File: config.mk
export PLATFORM = sky130hd
export DESIGN_NAME = mted_ctrl
export DESIGN_NICKNAME = d
export VERILOG_FILES = /design/src/rtl/mted_pkg.sv /design/src/rtl/mted_ctrl.sv
export SDC_FILE = /design/constraint.sdc
export NUM_CORES = 1
export LEC_CHECK = 0
export ABC_AREA = 1
export ABC_CLOCK_PERIOD_IN_PS = 1400
export BUFFER_PORTS_ARGS = -buffer_cell sky130_fd_sc_hd__buf_2
export CORE_AREA = 3 3 40 42
export CTS_CLUSTER_SIZE = 40
export DETAILED_ROUTE_END_ITERATION = 6
export DIE_AREA = 0 0 43 45
export HOLD_SLACK_MARGIN = 0.15
export PLACE_DENSITY_LB_ADDON = 0.1
export SLEW_MARGIN = 40
export SYNTH_ARGS = -nofsm -noshare
export SYNTH_HDL_FRONTEND = slang
export SYNTH_SLANG_ARGS = --single-unit
File: constraint.sdc
create_clock -name aclk -period 1.4 [get_ports aclk]
set_input_delay 0.35 -clock aclk [delete_from_list [all_inputs] [get_ports aclk]]
set_output_delay 0.35 -clock aclk [all_outputs]
set_load 0.02 [all_outputs]
File: src/rtl/mted_pkg.sv
package mted_pkg;
    localparam int NUM_SLOTS = 16;
    localparam int SLOT_W = $clog2(NUM_SLOTS + 1);
    localparam int SIDX_W = (NUM_SLOTS > 1) ? $clog2(NUM_SLOTS) : 1;

    localparam logic [1:0] MODE_SYNC  = 2'd0;
    localparam logic [1:0] MODE_KEY   = 2'd1;
    localparam logic [1:0] MODE_ABS   = 2'd2;
    localparam logic [1:0] MODE_OTHER = 2'd3;

    localparam logic [9:0] ABS_X_C      = 10'd0;
    localparam logic [9:0] ABS_Y_C      = 10'd1;
    localparam logic [9:0] MT_SLOT_C    = 10'd47;
    localparam logic [9:0] ABS_MT_POS_X = 10'd53;
    localparam logic [9:0] ABS_MT_POS_Y = 10'd54;
    localparam logic [9:0] ABS_MT_TRK   = 10'd57;
    localparam logic [9:0] BTN_TOUCH_C  = 10'd330;
    localparam logic [9:0] SYN_REPORT_C = 10'd0;

    localparam logic [1:0] KIND_DOWN = 2'd0;
    localparam logic [1:0] KIND_UP   = 2'd1;
    localparam logic [1:0] KIND_MOVE = 2'd2;
    localparam logic [1:0] KIND_ST   = 2'd3;

    localparam logic [2:0] REG_XMIN = 3'd0;
    localparam logic [2:0] REG_XMAX = 3'd1;
    localparam logic [2:0] REG_YMIN = 3'd2;
    localparam logic [2:0] REG_YMAX = 3'd3;
    localparam logic [2:0] REG_SW   = 3'd4;
    localparam logic [2:0] REG_SH   = 3'd5;
    localparam logic [2:0] REG_MT   = 3'd6;

    localparam int DIV_STEPS = 49;  // quotient magnitude < 2^49

    typedef enum logic [2:0] {
        ST_IDLE, ST_SCAN, ST_DIVX, ST_DIVY, ST_EMIT
    } state_t;

    // controller -> datapath
    typedef struct packed {
        logic       take;      // decode accepted word
        logic       scan_clr;  // reset slot pointer
        logic       scan_inc;  // advance slot pointer
        logic       div_x;     // start x divide
        logic       div_y;     // start y divide
        logic       load_out;  // load output register
        logic       out_last;
    } cmd_t;

    // datapath -> controller
    typedef struct packed {
        logic sync_mt;     // word was a multitouch sync
        logic sync_st;     // word was a single-touch sync
        logic trk_res;     // word produced a down/up result
        logic scan_end;    // pointer past last slot
        logic slot_act;    // pointed slot is active
        logic more_act;    // an active slot exists after pointer
        logic can_scale;
        logic div_done;
        logic out_busy;
    } stat_t;
endpackage

File: src/rtl/mted_ctrl.sv
module mted_ctrl (
    input  logic           aclk,
    input  logic           aresetn,
    input  logic           s_tvalid,
    output logic           s_tready,
    input  mted_pkg::stat_t st,
    output mted_pkg::cmd_t  cmd
);
    import mted_pkg::*;

    state_t state_reg, state_next;
    logic   mt_reg, mt_next;

    always_ff @(posedge aclk) begin
        if (!aresetn) begin
            state_reg <= ST_IDLE;
            mt_reg    <= 1'b0;
        end else begin
            state_reg <= state_next;
            mt_reg    <= mt_next;
        end
    end

    always_comb begin
        state_next = state_reg;
        mt_next    = mt_reg;
        case (state_reg)
            ST_IDLE: begin
                if (s_tvalid && !st.out_busy) begin
                    state_next = ST_SCAN;
                end
            end
            ST_SCAN: begin
                // first cycle after accept: decode has settled
                if (st.trk_res) begin
                    state_next = ST_EMIT;
                    mt_next    = 1'b0;
                end else if (st.sync_st) begin
                    state_next = st.can_scale ? ST_DIVX : ST_EMIT;
                    mt_next    = 1'b0;
                end else if (st.sync_mt) begin
                    mt_next = 1'b1;
                    if (st.scan_end) begin
                        state_next = ST_IDLE;
                    end else if (st.slot_act) begin
                        state_next = st.can_scale ? ST_DIVX : ST_EMIT;
                    end
                end else begin
                    state_next = ST_IDLE;
                end
            end
            ST_DIVX: if (st.div_done) state_next = ST_DIVY;
            ST_DIVY: if (st.div_done) state_next = ST_EMIT;
            ST_EMIT: begin
                if (!st.out_busy) begin
                    state_next = (mt_reg && st.more_act) ? ST_SCAN : ST_IDLE;
                end
            end
            default: state_next = ST_IDLE;
        endcase
    end

    always_comb begin
        s_tready = (state_reg == ST_IDLE) && !st.out_busy;
        cmd          = '0;
        cmd.take     = s_tvalid && s_tready;
        cmd.scan_clr = cmd.take;
        case (state_reg)
            ST_SCAN: begin
                if (st.sync_mt && !st.trk_res && !st.scan_end && !st.slot_act) begin
                    cmd.scan_inc = 1'b1;
                end
                if ((st.sync_st || (st.sync_mt && !st.scan_end && st.slot_act))
                    && st.can_scale && !st.trk_res) begin
                    cmd.div_x = 1'b1;
                end
            end
            ST_DIVX: cmd.div_y = st.div_done;
            ST_EMIT: begin
                cmd.load_out = !st.out_busy;
                cmd.out_last = !(mt_reg && st.more_act);
                cmd.scan_inc = !st.out_busy && mt_reg;
            end
            default: ;
        endcase
    end

    a_ready_idle: assert property (@(posedge aclk) disable iff (!aresetn)
        s_tready |-> state_reg == ST_IDLE) else $error("ready outside idle");
    a_load_free: assert property (@(posedge aclk) disable iff (!aresetn)
        cmd.load_out |-> !st.out_busy) else $error("load over busy output");
    a_div_order: assert property (@(posedge aclk) disable iff (!aresetn)
        cmd.div_y |-> state_reg == ST_DIVX) else $error("y divide out of order");
endmodule

# Yosys cells after proc, flatten, opt, wreduce, memory -nomap -nowiden
# Index checks and enable logic that the tools add are counted.
# word_totals
wordCells	54
rom_bits	0
mem_bits_rw	0
mem_count	0
latchBits	0
regBits	4
# classes
div	0
n_lt_le_gt_ge	0
mux	21
shifts	0
n_reduce_logical	22
n_addsub	0
n_mul	0
bitwise	0
eq_ne	9
# ops
op	n
3-bit two-way mux	10
3-bit one-hot mux with 5 select lines	1
1-bit logical AND	12
1-bit two-way mux	8
2-bit != test (second input constant)	4
3-bit by 2-bit equality test with 1-bit output (second input constant)	2
6-bit != test (second input constant)	1
1-bit zero test	5
5-bit AND reduction	1
3-bit by 1-bit equality test with 1-bit output (second input constant)	1
3-bit equality test (second input constant)	1
3-bit zero test	1
3-bit nonzero test	1
2-bit two-way mux	1
1-bit one-hot mux with 2 select lines	1
2-bit AND reduction	1
1-bit logical OR	1

# Depth between registers and ports, before layout
# Gate-level depths: netlist (run 1).
# depth
word_depth	8
ltp_mapped	7
depth_no_buf	7

# Worst setup path after synthesis (run 1)
# No wires, ideal clock.
# synth_timing
path_type	input-to-output
startpoint	input st[5] (netlist bit)
endpoint	output cmd[4] (netlist bit)
path_stages	3
required_ns	1.050
path_buffers	0
arrival_time_ns	1.261
path_slack_ns	-0.211
cell_sequence	inv_1 nand2_1 o41ai_1
# synth_rtl
element	line	source
start: declaration	mted_ctrl.sv:6	input mted_pkg::stat_t st,
end: declaration	mted_ctrl.sv:7	output mted_pkg::cmd_t cmd

==> impl_metrics.ini, run 1 <==
[worst_setup_path]
ff2ff_setup_slack_ps = 140
rr_worst_depth = 8
worst_r2r_endpoint = state_reg[1]
critPathCaptureType = primary output
cpMostUsedCell = a21oi_2
crit-reg2reg-launch = state_reg[2]
crit_path_max_incr_delay_ps = 350
cp.arrival_ps = 1170
cp_slowest_cell = dfxtp_4
critPathLaunchType = flop
required_ps = 1050
path_cells = inv_4 -> nand2_2 -> a21oi_2 -> nand3_2 -> a21oi_2 -> buf_4
cp_max_fo = 4
path_class = flop to primary output

[sta]
whs_ps = 373
slew_violations = 0
setup_slack_ps = -121
hold_violations = 0
period_needed_ps = 1520
max_slew_margin_pct = 84.1
tightest_slew_ps = 236
fmax_mhz = 657
setup_tns_ps = -589
skew_ps = 2.69
rsz0062_at_grt = yes
fin_crit_sh_pct = 109
setup_viol = 6

[placed_design]
place_area_um2 = 498
port_buffers = 19
dp_slack_ps = -70.2
place.gp.congestion = 0.781
place_hpwl_um = 792

[run_status]
violations = negative setup slack
outcome = finished with violations

[cells_and_area]
largest_reg_flops = 3
num_antenna_cells = 0
drive_gt1_share_pct = 57.6
nets = 106
finalInstanceArea_um2 = 669
syn_to_final_growth_pct = 87.7

[drt]
antenna_left = 0
viasPerCell = 4.56
wl_per_cell_um = 10.0
first_iter_violations = 3
drc = 0
dr.pass1.iters = 2
drt-total-wl_um = 1070
num_vias = 488

[power]
switching_share_pct = 45.1
clkPwrFrac_pct = 11.9
power_leakage_nw = 0.330
power.total_w = 0.00114
irDropWorstVdd_mv = 1.03
seq_power_share_pct = 22.2
p_comb_share_pct = 65.9
cellInternalPower_w = 0.000628
power.switching_w = 0.000516
power_density_nw_per_um2 = 1710

[synth]
synth-seq-cells = 4
synthCells = 61
yosysWarnings = 0
syn_area_per_cell_um2 = 5.85
yosysSeqAreaShare_pct = 22.5
yosysUniqueCellTypes = 15
syn_nets = 73
synth_area_um2 = 357

[clock_network]
root_buffer = clkbuf_4
cts_tree = yes
clock_sinks = 4
clk_path_buf_depth = 2
postCtsHoldBufs = 0
htreeDepth = 1
clk_latency_ps = 230
cts_inserted_buffers = 3
path_clk_slew_ps = 30

[floorplan]
coreArea_um2 = 1280
die-height_um = 45
placementRows = 13
start_util_pct = 27.8
design.die.area_um2 = 1940
die_x_um = 43
io-pin-count = 20

[min_path]
hp-start = aresetn
hold_end = state_reg[0]
hp-class = input pin to flop
hold_depth = 3

[global_route]
overflow = 0
grt_use_total_pct = 12.1
grt_pass1_vias = 448
grt_max_degree = 7
grt_pass1_wl_um = 1730
grt_antenna_before_repair = 0

[job]
maxCapViolations = 0
==> routing by layer <==
metal | global-route usage [%] | part of all wire, % | vias up
met3 | 2.39 | 2.1 | 2
li1 | - | - | 263
met1 | 14.0 | 43 | 219
met4 | 9.04 | 0.84 | 0
met2 | 19.8 | 54 | 4
met5 | 0 | 0 | -
==> worst max path at each step <==
stage                      start  endpoint  slack (ps)  cells past startpoint
CTS                 state_reg[0]    cmd[4]        -170                      6
global placement           st[5]    cmd[3]         -50                      7
finish              state_reg[2]    cmd[3]        -120                      6
global route        state_reg[1]    cmd[4]        -200                      4
floorplan           state_reg[1]    cmd[4]         -10                      5
detailed placement         st[5]    cmd[3]         -70                      7
==> logic make-up (layout without fill, tap and decap cells) <==
group | Yosys count | in the layout | synth area share, %
compound gates | 10 | 10 | 15.1
flops | 4 | 4 | 22.5
simple gates | 35 | 35 | 48.8
buf+inv | 12 | 43 | 13.7
==> cell usage after synthesis, drive strengths merged <==
cell type | count | area, um^2
nor3 | 2 | 10.0
o41ai | 1 | 8.76
dfxtp | 4 | 80.1
nand3 | 10 | 65.1
nand2 | 11 | 41.3
buf | 1 | 7.51
and2 | 1 | 6.26
nand4 | 1 | 6.26
o21ai | 3 | 15.0
a21oi | 6 | 30.0
inv | 11 | 41.3
nor2 | 10 | 45.1
==> per-stage QoR <==
step | util, % | cells
2_1_floorplan | - | 61
3_3_place_gp | 38.8 | 97
3_5_place_dp | 38.8 | 97
4_1_cts | 47.9 | 106
5_1_grt | 52.1 | 107
6_report | 52.1 | 107
==> layout by cell type (no fill, tap or decap), types with 2 or more instances in the layout <==
cell and count:
nand2_2 3, nor2_2 3, o21ai_0 3, nor2_4 3, dfxtp_4 3, clkbuf_4 3
inv_1 10, buf_6 4, nand2_1 8, nor3_1 2, nand3_2 4, a21oi_1 4
nand3_1 5, buf_4 13, buf_2 12, nor2_1 4, a21oi_2 2
==> power groups by stage <==
stage | sequential, W | combinational [W] | clock (W)
final | 0.000253 | 0.000754 | 0.000136
after global routing | 0.000265 | 0.000843 | 0.000150
after CTS | 0.000242 | 0.000672 | 0.000146
after detailed placement | 0.000221 | 0.000534 | 0
after global placement | 0.000222 | 0.000542 | 0
after floorplan | 0.000204 | 0.000389 | 0
==> critical path: cells and delay by family, from the launching register on <==
kind / cells / cell delay (ps)
AO/OA/AOI/OAI: 2 / 220
AND/OR/NAND/NOR: 2 / 150
flip-flops: 1 / 350
buffers and inverters: 2 / 220
==> layout make-up <==
| cell class | count | area, um^2 |
|---|---|---|
| clock buffer | 3 | 22.5 |
| inverter | 11 | 43.8 |
| tap | 15 | 18.8 |
| timing repair buffer | 29 | 203 |
| sequential | 4 | 91.3 |
| multi-input combinational | 45 | 290 |
| fill | 142 | 616 |
==> what timing repair did <==
item,in CTS,in global routing
pin swaps,4,5
setup endpoints to repair,8,8
cloned,0,0
gates resized for setup,18,12
buffers inserted,6,1
Note: power is estimated with default switching activity, not from simulation.
==> inputs of run 2 (changes only) <==
--- a/config.mk
+++ b/config.mk
@@ -13,7 +13,7 @@
 export DETAILED_ROUTE_END_ITERATION = 6
 export DIE_AREA = 0 0 43 45
 export HOLD_SLACK_MARGIN = 0.15
-export PLACE_DENSITY_LB_ADDON = 0.1
+export PLACE_DENSITY = 0.51
 export SLEW_MARGIN = 40
 export SYNTH_ARGS = -nofsm -noshare
 export SYNTH_HDL_FRONTEND = slang
==> impl_metrics.ini, run 2 (synthesis results as in run 1) <==
[cells_and_area]
final_common_cell = buf_4
finalInstanceArea_um2 = 683
seq_area_um2 = 88.8
nets = 107
drive_gt1_share_pct = 55.9
syn_to_final_growth_pct = 91.6
num_antenna_cells = 0
multi_input_area_um2 = 285
largest_reg_flops = 3
nFillCells = 146
stdcell_count = 108
most-common-layout-cells = buf_4 (12), buf_2 (11), inv_1 (10), nand2_1 (10), buf_6 (7)

[global_route]
overflow = 0
grt_antenna_before_repair = 0
grt_pass1_wl_um = 1780
grt_pass1_vias = 449
grt_max_degree = 7
grt_use_total_pct = 13.0

[worst_setup_path]
critPathCaptureType = primary output
cp_num_cells = 6
cp.arrival_ps = 1250
cp_slowest_cell = dfxtp_4
rr_worst_depth = 8
crit_path_max_incr_delay_ps = 350
critPathLaunchType = flop
crit_family = flip-flops
cp_max_fo = 4
path_cells = inv_4 -> nand2_1 -> a21oi_1 -> nand3_1 -> a21oi_2 -> buf_6
required_ps = 1050
path_class = flop to primary output
cp_num_buf_inv = 2

[power]
power_density_nw_per_um2 = 1640
cellInternalPower_w = 0.000612
clkPwrFrac_pct = 12.5
seq_power_share_pct = 22.2
irDropWorstVdd_mv = 0.826
p_comb_share_pct = 65.3
power_leakage_nw = 0.339
power.switching_w = 0.000511
switching_share_pct = 45.5

[floorplan]
die-height_um = 45
die_x_um = 43
placementRows = 13
design.die.area_um2 = 1940
coreArea_um2 = 1280
start_util_pct = 27.8
io-pin-count = 20

[job]
maxCapViolations = 0

[sta]
skew_ps = 1.98
max_slew_margin_pct = 84.0
hold_violations = 0
slew_violations = 0
rsz0062_at_grt = yes
setup_slack_ps = -203
tightest_slew_ps = 237
fin_crit_sh_pct = 115
setup_viol = 8
whs_ps = 361
period_needed_ps = 1600
fmax_mhz = 624

[drt]
drt-total-wl_um = 1140
viasPerCell = 4.69
num_vias = 506
antenna_left = 0
wl_per_cell_um = 10.6
dr.pass1.iters = 4
drc = 0
first_iter_violations = 6

[placed_design]
dp_slack_ps = -60.4
place.gp.congestion = 0.776
port_buffers = 19
place_hpwl_um = 832
place_area_um2 = 513
placedCellCount = 99

[clock_network]
postCtsHoldBufs = 0
path_clk_slew_ps = 40
clk_path_buf_depth = 2
cts_inserted_buffers = 3
clock_sinks = 4
clk_latency_ps = 230
root_buffer = clkbuf_4
cts_tree = yes
htreeDepth = 1

[min_path]
hp-class = input pin to flop
hold_depth = 3

[run_status]
violations = negative setup slack
outcome = finished with violations
## run 2: repair_timing
action,4_1_cts,5_1_grt
resized for setup,20,12
endpoints found under the setup margin,8,8
pin swaps,3,3
buffers inserted,4,3
gates cloned,0,0
## run 2: power groups by stage
stage	Clock, W	Sequential, W	Combinational, W
3_3_place_gp	0	0.000219	0.000564
3_5_place_dp	0	0.000217	0.000560
5_1_grt	0.000167	0.000258	0.000800
2_1_floorplan	0	0.000204	0.000389
4_1_cts	0.000150	0.000242	0.000652
6_report	0.000140	0.000250	0.000733
## run 2: area by class of cell
class,instances,share of cell area [%]
clock buffer,3,3.30
timing repair buffer,30,32.8
inverter,11,6.41
sequential,4,13.0
tap,15,2.75
multi-input combinational,45,41.8
## run 2: routing by layer
| layer | up-vias | track usage [%] | wire length [um] |
|---|---|---|---|
| met4 | 0 | 11.4 | 29 |
| met3 | 4 | 3.59 | 30 |
| li1 | 269 | - | - |
| met1 | 222 | 13.7 | 474 |
| met2 | 11 | 21.3 | 609 |
| met5 | - | 0 | 0 |
## run 2: metrics by stage
stage | util [%] | power [W] | TNS [ps]
after CTS | 48.5 | 0.00104 | -986
after global routing | 53.2 | 0.00123 | -1520
after global placement | 39.9 | 0.000783 | -69.7
final | 53.2 | 0.00112 | -932
after detailed placement | 39.9 | 0.000777 | -91.2
after floorplan | - | 0.000593 | -13.8
## run 2: final timing paths
| kind | from | endpoint | slack, ps |
|---|---|---|---|
| hold reg to reg | mt_reg | mt_reg | 510 |
| setup reg to reg | state_reg[2] | state_reg[1] | 120 |
| hold / removal | aresetn | state_reg[0] | 360 |
| setup / recovery | state_reg[2] | cmd[3] | -200 |
## run 2: worst register-to-register path, stage by stage, from the launching register on
cell and delay, ps:
dfxtp_4 350, inv_4 70, nand2_1 70, a21oi_1 120
nand3_1 130, buf_4 150, buf_4 120, nand3_1 70
and2_1 130
==> inputs of run 3 (changes only) <==
--- a/config.mk
+++ b/config.mk
@@ -6,7 +6,7 @@
 export NUM_CORES = 1
 export LEC_CHECK = 0
 export ABC_AREA = 1
-export ABC_CLOCK_PERIOD_IN_PS = 1400
+export ABC_CLOCK_PERIOD_IN_PS = 1600
 export BUFFER_PORTS_ARGS = -buffer_cell sky130_fd_sc_hd__buf_2
 export CORE_AREA = 3 3 40 42
 export CTS_CLUSTER_SIZE = 40
==> constraint.sdc (replaced) <==
create_clock -name aclk -period 1.6 [get_ports aclk]
set_input_delay 0.4 -clock aclk [delete_from_list [all_inputs] [get_ports aclk]]
set_output_delay 0.4 -clock aclk [all_outputs]
set_load 0.02 [all_outputs]
==> impl_metrics.ini, run 3 (synthesis results as in run 1) <==
[worst_setup_path]
required_ps = 1200
path_class = flop to primary output
critPathCaptureType = primary output
cp_max_fo = 4
ff2ff_setup_slack_ps = 410
rr_worst_depth = 7
endpoint = cmd[4]
worst_r2r_endpoint = state_reg[1]
cp.arrival_ps = 1210
critPathLaunchType = flop
crit-reg2reg-launch = state_reg[2]
crit_path_start = state_reg[1]

[power]
power_density_nw_per_um2 = 1550
power_leakage_nw = 0.308
irDropWorstVdd_mv = 0.766

[global_route]
grt_use_total_pct = 11.8
grt_pass1_vias = 421
grt_pass1_wl_um = 1700
grt_max_degree = 6
grt_antenna_before_repair = 0
overflow = 0

[sta]
fmax_mhz = 621
period_needed_ps = 1610
max_slew_margin_pct = 85.1
tightest_slew_ps = 221
setup_slack_ps = -10.6
hold_violations = 0
setup_viol = 2
skew_ps = 9.29
fin_crit_sh_pct = 101
rsz0062_at_grt = yes
setup_tns_ps = -17.6
slew_violations = 0

[clock_network]
clk_latency_ps = 240
htreeDepth = 1
postCtsHoldBufs = 0
path_clk_slew_ps = 40
root_buffer = clkbuf_4
cts_tree = yes
clock_sinks = 4
cts_inserted_buffers = 3
clk_path_buf_depth = 2

[floorplan]
die-height_um = 45
design.die.area_um2 = 1940
coreArea_um2 = 1280
die_x_um = 43
io-pin-count = 20
start_util_pct = 27.8
placementRows = 13

[placed_design]
place.gp.congestion = 0.761
place_hpwl_um = 771
placedCellCount = 95
port_buffers = 19

[drt]
first_iter_violations = 16
antenna_left = 0
dr.pass1.iters = 4
drt-total-wl_um = 1050
wl_per_cell_um = 10.2
drc = 0
num_vias = 478
viasPerCell = 4.64

[cells_and_area]
seq_area_um2 = 88.8
num_antenna_cells = 0
nets = 102
syn_to_final_growth_pct = 68.1
nFillCells = 139
most-common-layout-cells = buf_4 (13), buf_2 (11), inv_1 (10)
stdcell_count = 103
drive_gt1_share_pct = 52.3
multi_input_area_um2 = 264
largest_reg_flops = 3
final_common_cell = buf_4

[job]
maxCapViolations = 0

[min_path]
hp-class = input pin to flop

[run_status]
outcome = finished with violations
violations = negative setup slack
[run 3: cell count changes in the layout (fill, tap and decap cells not counted), sizes merged]
cell,delta
buf,-5
[run 3: what timing repair did]
action / in CTS / in global routing
buffers inserted: 4 / 1
resized for setup: 11 / 11
pin swaps: 2 / 3
hold endpoints to repair: 0 / 0
endpoints found under the setup margin: 4 / 8
[run 3: worst max-delay path: stages, from the launching register on]
cell     delay (ps)
dfxtp_4         360
nor2_4          120
nand2_2          70
nor2_2          100
nand2_1          90
o41ai_2          50
buf_4           190
[run 3: area by class of cell]
type / count / share of cell area (%)
clock buffers: 3 / 3.76
well taps: 15 / 3.13
repair buffers: 25 / 27.3
flip-flops and latches: 4 / 14.8
inverters: 11 / 6.89
multi-input cells: 45 / 44.1
[run 3: worst min path at each step]
stage / from / end / slack, ps / cells after the start
3_3_place_gp: mt_reg / mt_reg / 490 / 2
5_1_grt: aresetn / state_reg[0] / 420 / 3
4_1_cts: aresetn / state_reg[0] / 410 / 3
6_report: aresetn / state_reg[0] / 420 / 3
2_1_floorplan: mt_reg / mt_reg / 450 / 2
3_5_place_dp: mt_reg / mt_reg / 480 / 2
[run 3: power breakdown]
group | switching (W) | leakage, nW | internal (W)
clock | 0.0000425 | 0.0138 | 0.0000840
combinational | 0.000320 | 0.260 | 0.000264
sequential | 0.0000624 | 0.0346 | 0.000155
[run 3: through the flow]
step                util [%]  total power (W)  instance area [um^2]  worst slack [ps]  hold WS (ps)
floorplan                  -         0.000513                   364              27.5           450
global placement        37.2         0.000652                   478              52.0           486
detailed placement      37.2         0.000643                   478              29.9           481
CTS                     43.3         0.000857                   557             -37.8           407
global route            46.6          0.00102                   599             -92.2           419
finish                  46.6         0.000928                   599             -10.6           421
[run 3: layer usage]
layer	global-route usage, %	up-vias	routed length, um
li1	-	253	-
met1	13.9	208	462
met2	19.2	17	520
met3	5.58	0	63
met4	3.61	0	0
met5	0	-	0
